[src/rtl/core/handheld_io_timer_irq_joypad_assert.svh]
// Assertion macros for the RTL of the handheld I/O register block.
`ifndef HANDHELD_IO_TIMER_IRQ_JOYPAD_ASSERT_SVH
`define HANDHELD_IO_TIMER_IRQ_JOYPAD_ASSERT_SVH

`ifndef ASSERT_OFF
// Same-cycle implication, checked on every rising edge of clk outside reset.
`define HITJ_ASSERT_NOW(label, ante, cons, msg) \
	label: assert property (@(posedge clk) disable iff (!arst_n) (ante) |-> (cons)) \
		else $error(msg);
// Next-cycle implication, checked on every rising edge of clk outside reset.
`define HITJ_ASSERT_NEXT(label, ante, cons, msg) \
	label: assert property (@(posedge clk) disable iff (!arst_n) (ante) |=> (cons)) \
		else $error(msg);
`else
`define HITJ_ASSERT_NOW(label, ante, cons, msg)
`define HITJ_ASSERT_NEXT(label, ante, cons, msg)
`endif

`endif

[src/rtl/core/hitj_pkg.sv]
// Types, register offsets and a helper function of the handheld I/O register block.
package hitj_pkg;

	localparam int IO_BYTES_DEF = 256;

	typedef enum logic [1:0] {
		OP_READ  = 2'd0,
		OP_WRITE = 2'd1,
		OP_TICK  = 2'd2,
		OP_ACK   = 2'd3
	} op_t;

	localparam logic [7:0] ADDR_P1       = 8'h00;
	localparam logic [7:0] ADDR_DIV      = 8'h04;
	localparam logic [7:0] ADDR_TIMA     = 8'h05;
	localparam logic [7:0] ADDR_TMA      = 8'h06;
	localparam logic [7:0] ADDR_TAC      = 8'h07;
	localparam logic [7:0] ADDR_IF       = 8'h0F;
	localparam logic [7:0] ADDR_AUDIO_LO = 8'h10;
	localparam logic [7:0] ADDR_AUDIO_HI = 8'h3F;
	localparam logic [7:0] ADDR_VIDEO_LO = 8'h40;
	localparam logic [7:0] ADDR_VIDEO_HI = 8'h4B;
	localparam logic [7:0] ADDR_BOOT     = 8'h50;
	localparam logic [7:0] ADDR_IE       = 8'hFF;

	localparam logic [7:0] JOYPAD_IDLE   = 8'hCF;
	localparam int         TIMER_IRQ_BIT = 2;
	localparam int         TAC_ENABLE    = 2;
	localparam int         P1_SEL_ACTION = 5;
	localparam int         P1_SEL_DIR    = 4;

	typedef struct packed {
		op_t        operation;
		logic [7:0] address;
		logic [7:0] write_data;
		logic [7:0] cycles;
		logic [2:0] irq_index;
		logic [7:0] buttons;
	} cmd_word_t;

	typedef struct packed {
		logic [7:0] read_data;
		logic       external_range;
		logic       irq_pending;
		logic [2:0] irq_number;
		logic       bootrom_enabled;
	} rsp_word_t;

	// Timer period for the TAC clock select field, compared against the timer prescaler sum.
	function automatic logic [10:0] timer_period(logic [1:0] sel);
		logic [10:0] p;
		case (sel)
			2'd0: p = 11'd1024;
			2'd1: p = 11'd16;
			2'd2: p = 11'd64;
			2'd3: p = 11'd256;
			default: p = 11'd1024;
		endcase
		return p;
	endfunction

endpackage

[src/rtl/core/hitj_ifs.sv]
// Valid/ready channel interfaces for command and response words.
interface hitj_cmd_if;
	import hitj_pkg::*;
	logic      valid;
	logic      ready;
	cmd_word_t data;
	modport source (output valid, output data, input ready);
	modport sink (input valid, input data, output ready);
endinterface

interface hitj_rsp_if;
	import hitj_pkg::*;
	logic      valid;
	logic      ready;
	rsp_word_t data;
	modport source (output valid, output data, input ready);
	modport sink (input valid, input data, output ready);
endinterface

[src/rtl/core/handheld_io_timer_irq_joypad.sv]
// I/O register page of a handheld console: joypad, divider, timer and interrupt flags.
//
// The block takes one command word per clock cycle while the output is not stalled (read,
// write, tick of an elapsed count, or interrupt acknowledge) and returns exactly one
// response word for each, in order. Each response passes through the registered read port
// of the byte store and then the response register. A command is accepted while a response
// still waits at the output, as long as the input stage can move on.
// Timer, divider, joypad select, interrupt flag and boot-ROM registers live in flip-flops;
// all other offsets below IO_BYTES live in a byte memory with one valid bit per entry, so
// an entry never written reads as zero and no clearing pass is needed after reset.
// Offsets in the audio (0x10..0x3F) and video (0x40..0x4B) ranges are flagged as external,
// read as zero and ignore writes. IE sits at offset 0xFF, apart from the store.
module handheld_io_timer_irq_joypad #(
	parameter int IO_BYTES = hitj_pkg::IO_BYTES_DEF
) (
	input logic         clk,
	input logic         arst_n,
	hitj_cmd_if.sink    cmd,
	hitj_rsp_if.source  rsp
);
	import hitj_pkg::*;

	localparam int AW = $clog2(IO_BYTES);

	// Everything the response needs, captured when a command is accepted.
	typedef struct packed {
		logic       rd_from_mem;
		logic [7:0] rd_value;
		logic       external_range;
		logic       irq_pending;
		logic [2:0] irq_number;
		logic       bootrom_enabled;
	} s1_word_t;

	// Architectural registers held in flip-flops.
	logic [7:0]  p1_q, div_q, tima_q, tma_q, tac_q, if_q, boot_q, ie_q;
	logic [8:0]  div_pre_q;
	logic [10:0] tmr_pre_q;
	logic [7:0]  p1_d, div_d, tima_d, tma_d, tac_d, if_d, boot_d, ie_d;
	logic [8:0]  div_pre_d, div_sum;
	logic [10:0] tmr_pre_d, tmr_sum;

	// Byte store for the remaining offsets.
	logic [7:0]          mem [IO_BYTES];
	logic [IO_BYTES-1:0] mem_valid_q;
	logic [AW-1:0]       mem_idx;
	logic                mem_we;
	logic [7:0]          mem_rd_s1;
	logic                mem_valid_s1;

	// Pipeline control.
	logic      s1_valid_q, out_valid_q, s1_adv, accept;
	s1_word_t  s1_d, s1_q;
	rsp_word_t out_q;

	cmd_word_t  c;
	logic       in_store, ext, timer_step, timer_wrap, div_clear;
	logic [7:0] pend, joy;
	logic [2:0] num;

	assign c       = cmd.data;
	assign accept  = cmd.valid && cmd.ready;
	assign mem_idx = c.address[AW-1:0];

	// The input stage drains into the response register when that register is empty or
	// is being taken in this cycle.
	assign s1_adv    = s1_valid_q && (!out_valid_q || rsp.ready);
	assign cmd.ready = !s1_valid_q || s1_adv;
	assign rsp.valid = out_valid_q;
	assign rsp.data  = out_q;

	always_comb begin
		in_store = ({1'b0, c.address} < 9'(IO_BYTES));
		ext = c.address inside {[ADDR_AUDIO_LO:ADDR_AUDIO_HI], [ADDR_VIDEO_LO:ADDR_VIDEO_HI]};

		p1_d      = p1_q;
		div_d     = div_q;
		tima_d    = tima_q;
		tma_d     = tma_q;
		tac_d     = tac_q;
		if_d      = if_q;
		boot_d    = boot_q;
		ie_d      = ie_q;
		div_pre_d = div_pre_q;
		tmr_pre_d = tmr_pre_q;
		mem_we    = 1'b0;

		// Both prescaler sums are formed at their register width; the timer sum meets the period compare.
		div_sum    = div_pre_q + {1'b0, c.cycles};
		tmr_sum    = tmr_pre_q + {3'b000, c.cycles};
		timer_step = tac_q[TAC_ENABLE] && (tmr_sum >= timer_period(tac_q[1:0]));
		timer_wrap = 1'b0;
		div_clear  = 1'b0;

		case (c.operation)
			OP_READ: begin
			end
			OP_WRITE: begin
				if (!ext) begin
					case (c.address)
						ADDR_IE:   ie_d = c.write_data;
						ADDR_P1:   p1_d = c.write_data;
						ADDR_DIV: begin
							div_d     = 8'd0;
							div_clear = accept;
						end
						ADDR_TIMA: tima_d = c.write_data;
						ADDR_TMA:  tma_d = c.write_data;
						ADDR_TAC:  tac_d = c.write_data;
						ADDR_IF:   if_d = c.write_data;
						ADDR_BOOT: boot_d = c.write_data;
						default:   mem_we = in_store;
					endcase
				end
			end
			OP_TICK: begin
				// At most one divider step per tick; the excess count is dropped.
				if (div_sum[8]) begin
					div_d     = div_q + 8'd1;
					div_pre_d = 9'd0;
				end else begin
					div_pre_d = div_sum;
				end
				if (tac_q[TAC_ENABLE]) begin
					if (timer_step) begin
						if (tima_q == 8'hFF) begin
							tima_d              = tma_q;
							if_d[TIMER_IRQ_BIT] = 1'b1;
							timer_wrap          = accept;
						end else begin
							tima_d = tima_q + 8'd1;
						end
						tmr_pre_d = 11'd0;
					end else begin
						tmr_pre_d = tmr_sum;
					end
				end
			end
			OP_ACK: begin
				if_d[c.irq_index] = 1'b0;
			end
			default: begin
			end
		endcase

		// Lowest interrupt that is both flagged and enabled after this command.
		pend = if_d & ie_d;
		num  = 3'd0;
		for (int i = 7; i >= 0; i--) begin
			if (pend[i]) num = 3'(i);
		end

		// Joypad: a cleared select bit lets the pressed keys of its group pull bits low.
		joy = JOYPAD_IDLE;
		if (!p1_q[P1_SEL_ACTION]) joy = joy & ~{4'b0000, c.buttons[3:0]};
		if (!p1_q[P1_SEL_DIR])    joy = joy & ~{4'b0000, c.buttons[7:4]};

		s1_d.rd_from_mem     = 1'b0;
		s1_d.rd_value        = 8'd0;
		s1_d.external_range  = ext && (c.operation == OP_READ || c.operation == OP_WRITE);
		s1_d.irq_pending     = |pend;
		s1_d.irq_number      = num;
		s1_d.bootrom_enabled = (boot_d == 8'd0);

		if (c.operation == OP_READ) begin
			if (c.address == ADDR_IE) begin
				s1_d.rd_value = ie_q;
			end else if (c.address == ADDR_P1) begin
				s1_d.rd_value = joy;
			end else if (!ext) begin
				case (c.address)
					ADDR_DIV:  s1_d.rd_value = div_q;
					ADDR_TIMA: s1_d.rd_value = tima_q;
					ADDR_TMA:  s1_d.rd_value = tma_q;
					ADDR_TAC:  s1_d.rd_value = tac_q;
					ADDR_IF:   s1_d.rd_value = if_q;
					ADDR_BOOT: s1_d.rd_value = boot_q;
					default:   s1_d.rd_from_mem = in_store;
				endcase
			end
		end
	end

	// Architectural state changes at the edge that accepts the command.
	always_ff @(posedge clk or negedge arst_n) begin
		if (!arst_n) begin
			p1_q        <= '0;
			div_q       <= '0;
			tima_q      <= '0;
			tma_q       <= '0;
			tac_q       <= '0;
			if_q        <= '0;
			boot_q      <= '0;
			ie_q        <= '0;
			div_pre_q   <= '0;
			tmr_pre_q   <= '0;
			mem_valid_q <= '0;
		end else if (accept) begin
			p1_q      <= p1_d;
			div_q     <= div_d;
			tima_q    <= tima_d;
			tma_q     <= tma_d;
			tac_q     <= tac_d;
			if_q      <= if_d;
			boot_q    <= boot_d;
			ie_q      <= ie_d;
			div_pre_q <= div_pre_d;
			tmr_pre_q <= tmr_pre_d;
			if (mem_we) mem_valid_q[mem_idx] <= 1'b1;
		end
	end

	// Byte store: at most one write and one registered read per accepted command. A command
	// either reads or writes, so the read sees every earlier write.
	always_ff @(posedge clk) begin
		if (accept) begin
			if (mem_we) mem[mem_idx] <= c.write_data;
			mem_rd_s1    <= mem[mem_idx];
			mem_valid_s1 <= mem_valid_q[mem_idx];
			s1_q         <= s1_d;
		end
	end

	// Response register. An entry never written reads as zero through its valid bit.
	always_ff @(posedge clk) begin
		if (s1_adv) begin
			out_q.read_data       <= s1_q.rd_from_mem ? (mem_valid_s1 ? mem_rd_s1 : 8'd0)
			                                          : s1_q.rd_value;
			out_q.external_range  <= s1_q.external_range;
			out_q.irq_pending     <= s1_q.irq_pending;
			out_q.irq_number      <= s1_q.irq_number;
			out_q.bootrom_enabled <= s1_q.bootrom_enabled;
		end
	end

	always_ff @(posedge clk or negedge arst_n) begin
		if (!arst_n) begin
			s1_valid_q  <= 1'b0;
			out_valid_q <= 1'b0;
		end else begin
			if (accept)      s1_valid_q <= 1'b1;
			else if (s1_adv) s1_valid_q <= 1'b0;
			if (s1_adv)         out_valid_q <= 1'b1;
			else if (rsp.ready) out_valid_q <= 1'b0;
		end
	end

	`include "handheld_io_timer_irq_joypad_assert.svh"

	// A TIMA overflow reloads from TMA and raises the timer interrupt flag.
	`HITJ_ASSERT_NEXT(a_timer_reload, timer_wrap, if_q[TIMER_IRQ_BIT] && (tima_q == $past(tma_q)), "TIMA overflow did not reload or flag")
	// Any write to DIV leaves it at zero.
	`HITJ_ASSERT_NEXT(a_div_clear, div_clear, div_q == 8'd0, "DIV write did not clear DIV")
	// With both stages full and the output stalled, no command may enter.
	`HITJ_ASSERT_NOW(a_full_stall, s1_valid_q && out_valid_q && !rsp.ready, !cmd.ready, "command accepted into a full pipeline")

endmodule
[src/flat_wrapper.sv]
// flat-port wrapper written by rule: the top's interface ports become plain ports
module handheld_io_timer_irq_joypad_flat import hitj_pkg::*;
#(
	parameter int IO_BYTES = hitj_pkg::IO_BYTES_DEF
)
  (clk, arst_n, cmd_valid, cmd_data, cmd_ready, rsp_valid, rsp_data, rsp_ready);
  hitj_cmd_if cmd_i ();
  hitj_rsp_if rsp_i ();
  input logic clk;
  input logic arst_n;
  input wire logic [$bits(cmd_i.valid)-1:0] cmd_valid;
  input wire logic [$bits(cmd_i.data)-1:0] cmd_data;
  output wire logic [$bits(cmd_i.ready)-1:0] cmd_ready;
  output wire logic [$bits(rsp_i.valid)-1:0] rsp_valid;
  output wire logic [$bits(rsp_i.data)-1:0] rsp_data;
  input wire logic [$bits(rsp_i.ready)-1:0] rsp_ready;
  assign cmd_i.valid = cmd_valid;
  assign cmd_i.data = cmd_data;
  assign cmd_ready = cmd_i.ready;
  assign rsp_valid = rsp_i.valid;
  assign rsp_data = rsp_i.data;
  assign rsp_i.ready = rsp_ready;
  handheld_io_timer_irq_joypad #(.IO_BYTES(IO_BYTES)) u_core (.clk(clk), .arst_n(arst_n), .cmd(cmd_i), .rsp(rsp_i));
endmodule
[config.mk]
export PLATFORM = sky130hd
export DESIGN_NAME = handheld_io_timer_irq_joypad_flat
export DESIGN_NICKNAME = d
export VERILOG_FILES = /design/src/rtl/core/hitj_pkg.sv /design/src/rtl/core/hitj_ifs.sv /design/src/rtl/core/handheld_io_timer_irq_joypad.sv /design/src/flat_wrapper.sv
export VERILOG_INCLUDE_DIRS = /design/src /design/src/rtl/core
export SDC_FILE = /design/constraint.sdc
export NUM_CORES = 2
export LEC_CHECK = 0
export ABC_CLOCK_PERIOD_IN_PS = 10800
export BUFFER_PORTS_ARGS = -buffer_cell sky130_fd_sc_hd__buf_2
export CAP_MARGIN = 20
export CELL_PAD_IN_SITES_DETAIL_PLACEMENT = 0
export CELL_PAD_IN_SITES_GLOBAL_PLACEMENT = 1
export CORE_MARGIN = 10
export CORE_UTILIZATION = 30
export CTS_CLUSTER_SIZE = 24
export DETAILED_ROUTE_END_ITERATION = 10
export PLACE_DENSITY_LB_ADDON = 0.1
export SLEW_MARGIN = 25
export SYNTH_ARGS = -nofsm -noshare
export SYNTH_HDL_FRONTEND = slang
export SYNTH_SLANG_ARGS = --single-unit
[constraint.sdc]
create_clock -name clk -period 10.8 [get_ports clk]
set_clock_uncertainty 0.05 [all_clocks]
set_input_delay 1.08 -clock clk [delete_from_list [all_inputs] [get_ports clk]]
set_output_delay 1.08 -clock clk [all_outputs]
set_load 0.01 [all_outputs]
* After elaboration in Yosys (flattened, before gate mapping) *
Memories as Yosys holds them, arrays and structs flattened. A register that Yosys moved wholly into a read port is not among the register bits.
Index checks and enable logic that the tools add are counted.

storage, ports and cells
  bits in registers = 370
  bits in writable memories = 2048
  input bits = 41
  output and inout bits = 16
  word-level logic and storage cells = 164
  memories = 1

operators by class
  $add $sub $neg = 4
  $lt $le $gt $ge = 9
  equality and inequality tests = 20
  multiplexer cells = 59
  bitwise operators = 9
  reduce and logical (&&, ||, !) cells = 35

memories
  memory      words  width  rd ports  clocked after memory_dff  write ports  line                                text
  u_core.mem  256    8      1         1                         1            handheld_io_timer_irq_joypad.sv:44  logic [7:0] mem [IO_BYTES];

operator list
  kind                                                  number
  bitwise OR 256 bit                                    1
  2-to-1 mux 8 bit                                      24
  one-hot mux 8 bit (6 select lines)                    1
  one-hot mux 11 bit (4 select lines)                   1
  equality test 8 x 3 -> 1 bit (second input constant)  4
  one-hot mux 8 bit (2 select lines)                    2
  AND 8 bit                                             3
  2-to-1 mux 1 bit                                      18
  adder 8 x 1 -> 8 bit (second input constant)          2
  equality test 8 bit (second input constant)           2
  zero test 8 bit                                       2
  NOT 4 -> 8 bit                                        2
  OR reduction 8 bit                                    2
  2-to-1 mux 3 bit                                      4
  AND reduction 4 bit                                   3
  adder 11 x 8 -> 11 bit                                1
  >= comparator 11 bit                                  1
  2-to-1 mux 11 bit                                     1
  one-hot mux 5 bit (2 select lines)                    1
  adder 9 x 8 -> 9 bit                                  1
  < comparator 8 x 9 -> 1 bit (second input constant)   1
  binary-select mux 1 bit (select 8 bit)                1
  demux 1 bit (select 8 bit)                            1
  equality test 2 bit (second input constant)           4
  30 further kinds                                      53

* Depth between registers and ports, before layout *
  depth after elaboration = 15
  mapped depth = 19
  depth with buffers taken out = 18

* Worst setup path before layout *
OpenSTA, ideal clock, no wires.

  path kind = input-to-reg
  start = input port cmd_data[11]
  end = register u_core.s1_q[4] in the netlist's numbering (data pin)
  setup time = 263 ps
  arrival = 4368 ps
  required time = 10487 ps
  path slack = 6119 ps
  stages = 18
  path buffers = 0
  path through = ha_1 -> fa_1 -> a21o_1 -> a21oi_1 -> nor2b_1 -> o21a_1 -> o41a_1 -> nand3_1 -> xnor2_1 -> ha_1 -> nor3_1 -> o21ai_0 -> mux2i_1 -> nor4_1 -> a221o_1 -> a211oi_1 -> nor2b_1 -> nand2_1

RTL lines
  element                 line                                 text
  start: declaration      flat_wrapper.sv:12                   input wire logic [$bits(cmd_i.data)-1:0] cmd_data;
  end signal: assignment  handheld_io_timer_irq_joypad.sv:220  s1_q <= s1_d;
  end: declaration        handheld_io_timer_irq_joypad.sv:53   s1_word_t s1_d, s1_q;

* Final worst setup path *
  start = input port cmd_data[31]
  end = memory u_core.mem[169][0] (enable)

between the ends
  word-level cells in the longest chain between the ends = 8
  elaborated cells on any way between the ends = 22
  those cells by class = order compare: 4; eq/ne: 7; mux: 6; reduce/logical: 5

ends and longest elaborated chain
  element                                                         line                                                                     text
  >= comparator 8 x 5 -> 1 bit, or another cell as far along      handheld_io_timer_irq_joypad.sv:74                                       ext = c.address inside {[ADDR_AUDIO_LO:ADDR_AUDIO_HI], [ADDR_VIDEO_LO:ADDR_VIDEO_HI]};
  logical AND 1 bit / OR reduction 8 bit (equally long branches)  --
  nonzero test 2 bit / 2-to-1 mux 1 bit (equally long branches)   handheld_io_timer_irq_joypad.sv:74, handheld_io_timer_irq_joypad.sv:100
  2-to-1 mux 1 bit                                                handheld_io_timer_irq_joypad.sv:99                                       if (!ext) begin
  2-to-1 mux 1 bit                                                handheld_io_timer_irq_joypad.sv:95                                       case (c.operation)
  2-to-1 mux 1 bit                                                handheld_io_timer_irq_joypad.sv:217                                      if (mem_we) mem[mem_idx] <= c.write_data;
  2-to-1 mux 1 bit                                                handheld_io_timer_irq_joypad.sv:216                                      if (accept) begin
  2-to-1 mux 1 bit (not written as such)                          handheld_io_timer_irq_joypad.sv:217
  end: declaration                                                handheld_io_timer_irq_joypad.sv:44

Parallel ways exist; a longest one is shown, timed or not.

==> flow_summary.ini <==
[sta]
finalHoldViolCount = 0
slew_headroom_pct = 21.7
finalSetupTns_ns = 0
holdWs_ns = 0.154
slew_violations = 0
worstMarginPinSlew_ns = 1.17
fmax_mhz = 185
rsz0062_at_grt = false
setup_viol = 0
fin_crit_sh_pct = 50.1
period_needed_ns = 5.41

[logic_synthesis]
ys_seq_area_share_pct = 74.5
syn_avg_cell_area_um2 = 20.9
netlist_area_um2 = 95300
synthFlopType = edfxtp_1
async_reset_ff_share_pct = 13.8
syn_inst = 4571
synth-edff-count = 2086
yosysUniqueCellTypes = 76
synth_seq_cells = 2421
yosys_warnings = 0

[placed_design]
dp.cells = 9120
place_congestion = 0.789
place_hpwl_um = 168000
port_buffers = 56

[power]
finalPower_mw = 21.4
ir_drop_mv = 0.109
power.density_nw_per_um2 = 191
p_leak_nw = 37.9

[worst_setup_path]
crit_type = input port to register
cp-start-kind = input port
crit_buf_inv = 6
critPathMaxStageDelay_ns = 0.94
slowest_stage = nor2_1
cp_top_family = simple AND/OR/NAND/NOR gates
cp_max_fo = 23
end_kind = register
crit_path_start = cmd_data[31]
reg2reg_from = u_core.tmr_pre_q[0]$_DFFE_PN0P_
cp.arrival_ns = 5.86
crit_chain = buf_2, buf_4, inv_1, nor2_4, buf_16, buf_16, nand2_1, nor2_1, or4b_4, nor2_2, buf_4, nand3_2, nor2_1
worstPathRequired_ns = 11.25

[clock_tree]
cts_tree = yes
ctsLongestPathBuffers = 4
clkTransAtPathRegs_ns = 0.06
hold_buffers = 0
clkLatencyLatePin_ns = 0.88
cts_resized = 0
cts_setup_buffers = 0
cts.sinks = 2421
cts_buffers = 285
cts_max_level = 5
root_buffer = clkbuf_16

[routing]
viasPerCell = 4.82
wire_per_inst_um = 28.6
drcViolationCount = 0
firstDrtPassIters = 6
via_count = 46500
routed_wl_um = 275000
drt-initial-drc-count = 3541
ant_nets = 0

[layout]
stdcell_count = 9641
syn2layout_area_growth_pct = 17.5
nets = 5313
fin_util_pct = 35.5
post_route_cells_drive_above_1_share_pct = 25.9

[flow_run]
maxCapViolCount = 0

[floorplanning]
boundaryPins = 57
core_area_um2 = 316000
dieArea_um2 = 341000
start_util_pct = 30.2
dieHeight_um = 584
num_rows = 206
die_w_um = 584

[grt]
grt_max_degree = 109
first_global_vias = 49000
grt_pass1_wl_um = 389000
grt_usage_pct = 15.9
grt.overflow.total = 0
antenna_found_initial = 15

[min_path]
worstHoldPathType = input port to asynchronous set/reset pin

[outcome]
status = finished, final reports clean
-- registers in the layout, summed over array words and instances (netlist names), 11 cells and up --
register	cells
u_core.mem	2048
u_core.mem_valid_q	256
u_core.rsp.data	14
u_core.s1_q	15
u_core.tmr_pre_q	11
-- logic make-up (layout without fill, tap and decap cells) --
family | count (synthesis) | in the layout | synth area share, %
DFF | 2421 | 2421 | 74.5
muxes | 769 | 769 | 17.5
and+or+nand+nor | 551 | 551 | 2.61
AOI/OAI and AO/OA | 428 | 428 | 3.17
buffers and inverters | 354 | 718 | 1.66
adders and majority gates | 24 | 24 | 0.331
xor gates and xnor gates | 23 | 23 | 0.211
other | 1 | 547 | 0.00393
-- placed cells by master (no fill, tap or decap), types with 14 or more instances in the layout --
cell type  count
edfxtp_1    2086
mux4_2       717
conb_1       544
dfrtp_1      335
clkbuf_16    293
nor2_1       227
o21bai_1     161
nand2_1      114
buf_4        111
clkbuf_1      64
o21ai_0       63
clkinv_2      51
a21oi_1       43
buf_2         43
a22oi_1       41
nand3_1       39
clkinv_1      38
mux2_2        33
inv_1         24
nor2_2        23
a31oi_1       23
bufinv_16     23
clkbuf_8      23
ha_1          22
mux2i_1       19
or2_2         17
a22o_1        16
nor3_1        15
and3_1        15
or2_1         14
-- worst reg2reg max path, delay by kind of cell, from the launching register on --
| kind | cells | cell delay [ns] |
|---|---|---|
| AOI/OAI and AO/OA | 9 | 2.53 |
| adders and majority gates | 3 | 0.86 |
| and+or+nand+nor | 4 | 0.66 |
| DFF | 1 | 0.39 |
| xor gates and xnor gates | 1 | 0.15 |
| muxes | 1 | 0.09 |
-- path summary, 6_finish.rpt --
| kind | endpoint | cells after the start | slack, ns |
|---|---|---|---|
| min reg2reg | u_core.mem_valid_q[26]$_DFFE_PN0P_ | 0 | 0.32 |
| max | u_core.mem[169][0]$_DFFE_PP_ | 13 | 5.39 |
| min | u_core.rsp.valid$_DFFE_PN0P_ | 1 | 0.15 |
| max in group asynchronous | u_core.mem_valid_q[48]$_DFFE_PN0P_ | 3 | 8.47 |
| max reg2reg | u_core.tima_q[0]$_DFFE_PN0P_ | 18 | 5.95 |
| min in group clk | u_core.mem_valid_q[26]$_DFFE_PN0P_ | 0 | 0.32 |
-- through the flow --
stage / setup WS [ns] / cell area [um2]
after global placement: 4.05 / 103000
after global routing: 5.29 / 112000
after CTS: 5.46 / 112000
after floorplan: 6.12 / 97400
after detailed placement: 4.50 / 103000
final: 5.39 / 112000
-- power by group --
part	internal (mW)	total [mW]	switching, mW
clock	5.71	9.64	3.93
combinational	0.461	1.27	0.807
sequential	10.4	10.5	0.0762
total	16.6	21.4	4.82
-- cell type report --
| cell class | count | area [um2] |
|---|---|---|
| diodes | 3 | 7.51 |
| clock buffers | 380 | 7890 |
| clock inverters | 137 | 1450 |
| fillers | 29500 | 204000 |
| inverters | 25 | 93.8 |
| multi-input cells | 2339 | 24900 |
| flip-flops and latches | 2421 | 71000 |
| well taps | 4160 | 5200 |
| repair buffers | 176 | 1440 |
-- layer usage --
metal	up-vias	share of wire, %	track usage, %
li1	19700	-	-
met1	25300	45	22.5
met2	1144	47	25.4
met3	351	5.2	2.73
met4	0	2.5	4.05
met5	-	0	0
-- synthesized netlist by cell type, types with 13 or more instances --
cell type | n | share of area (%)
ha_1 | 22 | 0.29
or2_2 | 17 | 0.11
mux2i_1 | 19 | 0.20
mux4_2 | 717 | 17
buf_1 | 24 | 0.094
a31oi_1 | 23 | 0.15
o21bai_1 | 161 | 1.3
nand2_1 | 124 | 0.49
inv_1 | 24 | 0.094
mux2_2 | 33 | 0.39
nor2_1 | 251 | 0.99
buf_4 | 22 | 0.17
a22o_1 | 16 | 0.15
a22oi_1 | 41 | 0.32
dfrtp_1 | 335 | 8.8
buf_2 | 74 | 0.39
or2_1 | 14 | 0.092
clkbuf_1 | 198 | 0.78
nor3_1 | 15 | 0.079
and3_1 | 15 | 0.098
xor2_1 | 13 | 0.12
nand3_1 | 46 | 0.24
edfxtp_1 | 2086 | 66
nor2b_1 | 13 | 0.085
o21ai_0 | 63 | 0.33
a21oi_1 | 43 | 0.23
Note: power is estimated with default switching activity, not from simulation.
